==> config.mk <==
export PLATFORM = sky130hd
export DESIGN_NAME = rational_arithmetic_unit
export DESIGN_NICKNAME = d
export VERILOG_FILES = /design/src/hw/rtl/rau_pkg.sv /design/src/hw/rtl/rational_arithmetic_unit.sv /design/src/hw/rtl/rau_divider.sv
export SDC_FILE = /design/constraint.sdc
export NUM_CORES = 2
export LEC_CHECK = 0
export BUFFER_PORTS_ARGS = -buffer_cell sky130_fd_sc_hd__clkbuf_2
export CORE_MARGIN = 2
export CORE_UTILIZATION = 57
export DETAILED_ROUTE_END_ITERATION = 7
export GPL_ROUTABILITY_DRIVEN = 0
export PLACE_DENSITY = 0.83
export SYNTH_ARGS = -nofsm -noshare
export SYNTH_HDL_FRONTEND = slang
export SYNTH_HIERARCHICAL = 1
export SYNTH_SLANG_ARGS = --single-unit
==> constraint.sdc <==
create_clock -name aclk -period 24 [get_ports aclk]
set_input_delay 2.4 -clock aclk [delete_from_list [all_inputs] [get_ports aclk]]
set_output_delay 2.4 -clock aclk [all_outputs]
set_load 0.03 [all_outputs]
==> src/hw/rtl/rau_pkg.sv <==
// package for the rational arithmetic unit: widths, action codes, sequencer states
`default_nettype none
package rau_pkg;
    localparam int OPERAND_WIDTH_DEF = 16;
    localparam int ACTION_WIDTH = 3;

    localparam logic [ACTION_WIDTH-1:0] ACT_ADD = 3'd0;
    localparam logic [ACTION_WIDTH-1:0] ACT_SUB = 3'd1;
    localparam logic [ACTION_WIDTH-1:0] ACT_MUL = 3'd2;
    localparam logic [ACTION_WIDTH-1:0] ACT_DIV = 3'd3;
    localparam logic [ACTION_WIDTH-1:0] ACT_INC = 3'd4;
    localparam logic [ACTION_WIDTH-1:0] ACT_DEC = 3'd5;

    typedef enum logic [3:0] {
        ST_IDLE,
        ST_MUL0,
        ST_MUL1,
        ST_MUL2,
        ST_FORM,
        ST_GCD,
        ST_DIVN,
        ST_DIVD,
        ST_OUT
    } rau_state_t;
endpackage
`default_nettype wire

==> src/hw/rtl/rational_arithmetic_unit.sv <==
// top level of the rational arithmetic unit: sequencer, shared multiplier, gcd, divider
// sequence: multiply states ST_MUL0, ST_MUL1 and ST_MUL2, a form state, the binary gcd loop,
//   then two restoring divisions on the shared divider, numerator first and then denominator
// throughput: one item at a time; s_ready is high only in idle, after the result transfer
// the binary gcd loop and the one shared divider set the item time
// reset: aresetn synchronous active low, returns the sequencer to idle with no result held
`default_nettype none
module rational_arithmetic_unit
    import rau_pkg::*;
#(
    parameter int OPERAND_WIDTH = OPERAND_WIDTH_DEF
) (
    input  wire logic                       aclk,
    input  wire logic                       aresetn,
    input  wire logic                       s_valid,
    output logic                            s_ready,
    input  wire logic [ACTION_WIDTH-1:0]    s_action,
    input  wire logic signed [OPERAND_WIDTH-1:0] s_first_numerator,
    input  wire logic signed [OPERAND_WIDTH-1:0] s_first_denominator,
    input  wire logic signed [OPERAND_WIDTH-1:0] s_second_numerator,
    input  wire logic signed [OPERAND_WIDTH-1:0] s_second_denominator,
    output logic                            m_valid,
    input  wire logic                       m_ready,
    output logic signed [2*OPERAND_WIDTH:0] m_result_numerator,
    output logic signed [2*OPERAND_WIDTH:0] m_result_denominator,
    output logic                            m_zero_over_zero
);
    localparam int OW = OPERAND_WIDTH;
    localparam int RW = 2 * OPERAND_WIDTH + 1;
    localparam int SW = $clog2(RW + 1);

    rau_state_t state_reg, state_next;

    // captured operands
    logic [ACTION_WIDTH-1:0] act_reg, act_next;
    logic signed [OW-1:0] n1_reg, n1_next, d1_reg, d1_next;
    logic signed [OW-1:0] n2_reg, n2_next, d2_reg, d2_next;

    // products from the shared multiplier
    logic signed [RW-1:0] p0_reg, p0_next, p1_reg, p1_next, p2_reg, p2_next;
    logic signed [RW-1:0] num_reg, num_next, den_reg, den_next;

    // gcd working values
    logic [RW-1:0] ga_reg, ga_next, gb_reg, gb_next;
    logic [SW-1:0] sh_reg, sh_next;

    logic [RW-1:0] qn_reg, qn_next;
    logic          zoz_reg, zoz_next;
    logic signed [RW-1:0] rn_reg, rn_next, rd_reg, rd_next;

    // one signed multiplier shared over the three multiply states, full product then sign extended
    logic signed [OW-1:0]   ma, mb;
    logic signed [2*OW-1:0] mfull;
    logic signed [RW-1:0]   mprod;
    assign mfull = ma * mb;
    assign mprod = RW'(mfull);

    logic [RW-1:0] num_mag, den_mag, gdiff;
    assign num_mag = num_reg[RW-1] ? RW'(-num_reg) : RW'(num_reg);
    assign den_mag = den_reg[RW-1] ? RW'(-den_reg) : RW'(den_reg);
    assign gdiff   = (ga_reg > gb_reg) ? ga_reg - gb_reg : gb_reg - ga_reg;

    // divider shared for numerator and denominator
    logic          div_start, div_done;
    logic [RW-1:0] div_dividend, div_divisor, div_q;

    rau_divider #(.W(RW)) u_div (
        .aclk     (aclk),
        .aresetn  (aresetn),
        .start    (div_start),
        .dividend (div_dividend),
        .divisor  (div_divisor),
        .done     (div_done),
        .quotient (div_q)
    );

    // one of the two working values is zero at the hand-off, so a|b is the odd part
    assign div_divisor = (ga_reg | gb_reg) << sh_reg;

    always_comb begin
        state_next = state_reg;
        act_next = act_reg;
        n1_next = n1_reg; d1_next = d1_reg; n2_next = n2_reg; d2_next = d2_reg;
        p0_next = p0_reg; p1_next = p1_reg; p2_next = p2_reg;
        num_next = num_reg; den_next = den_reg;
        ga_next = ga_reg; gb_next = gb_reg; sh_next = sh_reg;
        qn_next = qn_reg; zoz_next = zoz_reg; rn_next = rn_reg; rd_next = rd_reg;
        ma = n1_reg; mb = d2_reg;
        div_start = 1'b0;
        div_dividend = num_mag;
        s_ready = 1'b0;
        m_valid = 1'b0;
        case (state_reg)
            ST_IDLE: begin
                s_ready = 1'b1;
                if (s_valid) begin
                    act_next = s_action;
                    n1_next = s_first_numerator;  d1_next = s_first_denominator;
                    n2_next = s_second_numerator; d2_next = s_second_denominator;
                    state_next = ST_MUL0;
                end
            end
            ST_MUL0: begin
                // n1*d2, or n1*n2 for multiply
                ma = n1_reg;
                mb = (act_reg == ACT_MUL) ? n2_reg : d2_reg;
                p0_next = mprod;
                state_next = ST_MUL1;
            end
            ST_MUL1: begin
                // n2*d1, or d1*n2 for divide
                ma = n2_reg; mb = d1_reg;
                p1_next = mprod;
                state_next = ST_MUL2;
            end
            ST_MUL2: begin
                ma = d1_reg; mb = d2_reg;
                p2_next = mprod;
                state_next = ST_FORM;
            end
            ST_FORM: begin
                zoz_next = 1'b0;
                state_next = ST_GCD;
                case (act_reg)
                    ACT_ADD: begin num_next = p0_reg + p1_reg; den_next = p2_reg; end
                    ACT_SUB: begin num_next = p0_reg - p1_reg; den_next = p2_reg; end
                    ACT_MUL: begin num_next = p0_reg; den_next = p2_reg; end
                    ACT_DIV: begin num_next = p0_reg; den_next = p1_reg; end
                    ACT_INC: begin
                        num_next = RW'(n1_reg) + RW'(d1_reg); den_next = RW'(d1_reg);
                    end
                    ACT_DEC: begin
                        num_next = RW'(n1_reg) - RW'(d1_reg); den_next = RW'(d1_reg);
                    end
                    default: begin
                        // undefined action gives all zero fields
                        rn_next = '0; rd_next = '0;
                        state_next = ST_OUT;
                    end
                endcase
                sh_next = '0;
                ga_next = '0; gb_next = '0;
            end
            ST_GCD: begin
                // first pass loads magnitudes, marked by both working values zero
                if (ga_reg == '0 && gb_reg == '0 && sh_reg == '0 &&
                    (num_mag != '0 || den_mag != '0) && !zoz_reg) begin
                    ga_next = num_mag; gb_next = den_mag;
                    zoz_next = 1'b1; // reused as loaded flag during gcd
                end else if (!zoz_reg) begin
                    // both values zero
                    rn_next = '0; rd_next = '0; zoz_next = 1'b1;
                    state_next = ST_OUT;
                end else if (ga_reg == '0 || gb_reg == '0) begin
                    // gcd = (a|b) << sh, a|b kept in ga
                    ga_next = ga_reg | gb_reg;
                    zoz_next = 1'b0;
                    div_start = 1'b1;
                    state_next = ST_DIVN;
                end else if (!ga_reg[0] && !gb_reg[0]) begin
                    ga_next = ga_reg >> 1; gb_next = gb_reg >> 1;
                    sh_next = sh_reg + 1'b1;
                end else if (!ga_reg[0]) begin
                    ga_next = ga_reg >> 1;
                end else if (!gb_reg[0]) begin
                    gb_next = gb_reg >> 1;
                end else begin
                    ga_next = gdiff;
                    gb_next = (ga_reg < gb_reg) ? ga_reg : gb_reg;
                end
            end
            ST_DIVN: begin
                // numerator division started on the gcd hand-off
                div_dividend = num_mag;
                if (div_done) begin
                    qn_next = div_q;
                    state_next = ST_DIVD;
                    div_start = 1'b1;
                    div_dividend = den_mag;
                end
            end
            ST_DIVD: begin
                div_dividend = den_mag;
                if (div_done) begin
                    rn_next = num_reg[RW-1] ? RW'(-qn_reg) : RW'(qn_reg);
                    rd_next = den_reg[RW-1] ? RW'(-div_q) : RW'(div_q);
                    state_next = ST_OUT;
                end
            end
            ST_OUT: begin
                m_valid = 1'b1;
                if (m_ready) state_next = ST_IDLE;
            end
            default: state_next = ST_IDLE;
        endcase
    end

    always_ff @(posedge aclk) begin
        if (!aresetn) begin
            state_reg <= ST_IDLE;
        end else begin
            state_reg <= state_next;
        end
        act_reg <= act_next;
        n1_reg <= n1_next; d1_reg <= d1_next; n2_reg <= n2_next; d2_reg <= d2_next;
        p0_reg <= p0_next; p1_reg <= p1_next; p2_reg <= p2_next;
        num_reg <= num_next; den_reg <= den_next;
        ga_reg <= ga_next; gb_reg <= gb_next; sh_reg <= sh_next;
        qn_reg <= qn_next; zoz_reg <= zoz_next; rn_reg <= rn_next; rd_reg <= rd_next;
    end

    assign m_result_numerator   = rn_reg;
    assign m_result_denominator = rd_reg;
    assign m_zero_over_zero     = zoz_reg & (state_reg == ST_OUT);
endmodule
`default_nettype wire

==> src/hw/rtl/rau_divider.sv <==
// restoring divider, one quotient bit per cycle, unsigned
`default_nettype none
module rau_divider
    import rau_pkg::*;
#(
    parameter int W = 33
) (
    input  wire logic         aclk,
    input  wire logic         aresetn,
    input  wire logic         start,
    input  wire logic [W-1:0] dividend,
    input  wire logic [W-1:0] divisor,
    output logic              done,
    output logic [W-1:0]      quotient
);
    localparam int CW = $clog2(W + 1);

    logic [W-1:0]  rem_reg, rem_next;
    logic [W-1:0]  quo_reg, quo_next;
    logic [W-1:0]  dvs_reg, dvs_next;
    logic [CW-1:0] cnt_reg, cnt_next;
    logic          busy_reg, busy_next;
    logic          done_reg, done_next;
    logic [W:0]    trial;

    always_comb begin
        rem_next  = rem_reg;
        quo_next  = quo_reg;
        dvs_next  = dvs_reg;
        cnt_next  = cnt_reg;
        busy_next = busy_reg;
        done_next = 1'b0;
        trial     = {rem_reg, quo_reg[W-1]} - {1'b0, dvs_reg};
        if (start) begin
            rem_next  = '0;
            quo_next  = dividend;
            dvs_next  = divisor;
            cnt_next  = CW'(W);
            busy_next = 1'b1;
        end else if (busy_reg) begin
            if (trial[W]) begin
                rem_next = {rem_reg[W-2:0], quo_reg[W-1]};
                quo_next = {quo_reg[W-2:0], 1'b0};
            end else begin
                rem_next = trial[W-1:0];
                quo_next = {quo_reg[W-2:0], 1'b1};
            end
            cnt_next = cnt_reg - 1'b1;
            if (cnt_reg == CW'(1)) begin
                busy_next = 1'b0;
                done_next = 1'b1;
            end
        end
    end

    always_ff @(posedge aclk) begin
        if (!aresetn) begin
            busy_reg <= 1'b0;
            done_reg <= 1'b0;
            cnt_reg  <= '0;
        end else begin
            busy_reg <= busy_next;
            done_reg <= done_next;
            cnt_reg  <= cnt_next;
        end
        rem_reg <= rem_next;
        quo_reg <= quo_next;
        dvs_reg <= dvs_next;
    end

    assign done     = done_reg;
    assign quotient = quo_reg;
endmodule
`default_nettype wire

==> flow_summary_export.csv <==
group,metric,value,unit
cells_and_area,utilization,0.617,
routing,dr.pass1.iters,7,
critical_path,crit_path_end_kind,"register",
timing,fin_crit,10510,ps
clock_network,cts-resized-gates,0,
routing,routed_wl,131000,um
synth,syn_inst,4961,
min_path,hold_class,"reg2reg",
critical_path,start_kind,"register",
place,portBuffers,139,
cells_and_area,drive_gt1_frac,0.0934,
clock_network,ctsHoldBuffers,0,
clock_network,cts_root_buffer,"clkbuf_16",
critical_path,critPathKind,"reg2reg",
routing,vias_per_cell,6.35,
clock_network,clk_pin_slew_worst_paths,70,ps
grt,use_met2,0.503,
timing,fin_crit_sh,0.438,
grt,grt_max_degree,77,
timing,grt_setup_unrepaired,"false",
routing,vias,38600,
synth,post_synth_num_cell_types,110,
cells_and_area,area_growth,7.54,%
timing,finalClockSkew,96.4,ps
synth,ys_seq_area_frac,0.324,
grt,grt_antenna_before_repair,1,
floorplanning,rows,104,
floorplanning,die_w,288,um
grt,grt_pass1_vias,36800,
synth,syn_area_per_cell,9.27,um^2
grt,met3_usage,0.0529,
grt,grt.overflow.total,0,
floorplanning,core_area,80200,um^2
clock_network,htree_levels,2,
timing,hold_violations,0,
critical_path,critPathMaxFanout,34,
clock_network,clock_sinks,511,
floorplanning,start_util,0.573,
grt,grt_usage,0.311,
synth,syn_area,46000,um^2
grt,grt_pass1_wl,204000,um
floorplanning,io_pins,140,
critical_path,cp_data_arrival_time,10830,ps
timing,setup_violations,0,
clock_network,cts_tree,"yes",
routing,drt_iter0_drc,4983,
floorplanning,die_y,288,um
clock_network,post_cts_buffers,0,
timing,max_slew_margin,0.107,
outcome,status,"finished, final reports clean",
place,place.detailed.hpwl,100000,um
routing,drc,0,
critical_path,crit_slowest_cell,"a21oi_1",
cells_and_area,nets,5590,
clock_network,clock_latency,690,ps
synth,synth-main-ff-cell,"edfxtp_1",
timing,maxSlewViolCount,0,
timing,tightest_slew,1340,ps
clock_network,cts_made_buffers,57,
timing,whs,474,ps
run,max_cap_viol_count,0,
floorplanning,dieArea,82900,um^2
synth,yosysWarnings,6,
synth,synth-async-reset-ratio,0,
grt,gr-usage-met1,0.398,
timing,fmax,95.2,MHz
routing,antenna_left,0,
critical_path,slowest_delay,1050,ps
clock_network,cts_buffer_depth,3,
critical_path,crit_top_cell,"fa_1",
critical_path,critPathRequiredTime,24320,ps
timing,finalSetupTns,0,ps
synth,syn_nets,5586,
grt,top_usage_layer,"met2",
synth,synth-edff-count,466,
routing,wire_per_inst,21.6,um
synth,synth_seq_cells,511,
[worst max-delay path: cells and delay by family, from the launching register on]
kind	cells	cell delay [ps]
compound gates	12	3540
xor+xnor	1	110
fa+ha+maj	7	3510
buf+inv	6	900
flops	1	550
simple gates	5	1510
[synthesized netlist by cell type, drive strengths merged, types with 30 or more instances]
master,instances,area share
clkbuf,213,0.017
nor2b,40,0.0056
inv,561,0.046
ha,286,0.078
a21o,58,0.0095
xnor2,153,0.029
mux2,54,0.013
and3,31,0.0042
nand3,61,0.0066
fa,268,0.12
a311oi,30,0.0084
nand2b,67,0.0091
dfxtp,45,0.020
o21a,41,0.0067
nor3,74,0.0081
o21ai,198,0.022
a21oi,342,0.038
o31ai,54,0.0088
mux2i,104,0.023
nand2,461,0.039
buf,33,0.0042
o211ai,32,0.0053
nor2,538,0.044
edfxtp,466,0.30
nor4,54,0.0081
a221oi,33,0.0063
or3,42,0.0058
a211oi,52,0.0089
xor2,140,0.027
or4,36,0.0061
[cell families (layout without fill, tap and decap cells)]
logic type,Yosys count,in the layout,synth area share
AND/OR/NAND/NOR,1512,1512,0.153
AO/OA/AOI/OAI,1117,1117,0.166
multiplexers,164,164,0.0389
buffers and inverters,810,861,0.0678
adder cells (fa/ha/maj),554,554,0.195
other,0,2,0
XOR/XNOR,293,293,0.0564
flip-flops,511,511,0.324
[final cells by class]
cell class	instances	area (um^2)
flip-flops and latches	511	14900
fillers	6438	30700
clock inverters	39	498
well taps	1060	1330
diodes	2	5.00
repair buffers	191	1090
inverters	564	2120
multi-input cells	3640	28000
clock buffers	67	1460
[routing by layer]
layer | vias up | share of wire
met2 | 2479 | 0.45
li1 | 17300 | -
met3 | 554 | 0.10
met5 | - | 0.000061
met4 | 2 | 0.070
met1 | 18200 | 0.38
[final timing paths]
check	from	to	slack, ps	cells past startpoint
setup / recovery	state_reg[1]	p1_reg[31]	13490	31
hold / removal	u_div/rem_reg[16]	u_div/rem_reg[16]	470	2
setup reg to reg	state_reg[1]	p1_reg[31]	13490	31
hold reg to reg	u_div/rem_reg[16]	u_div/rem_reg[16]	470	2
[metrics by stage]
stage | instances | setup slack (ps) | cell area [um^2]
after floorplan | 4961 | 13450 | 46000
after global placement | 5966 | 14060 | 47500
after detailed placement | 5966 | 13820 | 47500
after CTS | 6072 | 13660 | 49400
after global routing | 6072 | 13030 | 49400
final | 6074 | 13490 | 49400
[cells in the final DEF, fill, tap and decap left out, types with 41 or more instances in the layout]
master and instances:
a211oi_1 50, a21o_1 58, a21oi_1 331, buf_4 52, clkbuf_16 57, clkbuf_2 139, dfxtp_1 43, edfxtp_1 466
fa_1 268, ha_1 286, inv_1 560, mux2_2 53, mux2i_1 104, nand2_1 441, nand2b_1 67, nand3_1 60
nor2_1 535, nor3_1 69, nor4_1 50, o21a_1 41, o21ai_0 187, o31ai_1 54, or3_1 41, xnor2_1 152
xor2_1 139
Power is not shown: default switching activity piles up to over one toggle a cycle in this logic, so the estimate is an artifact.
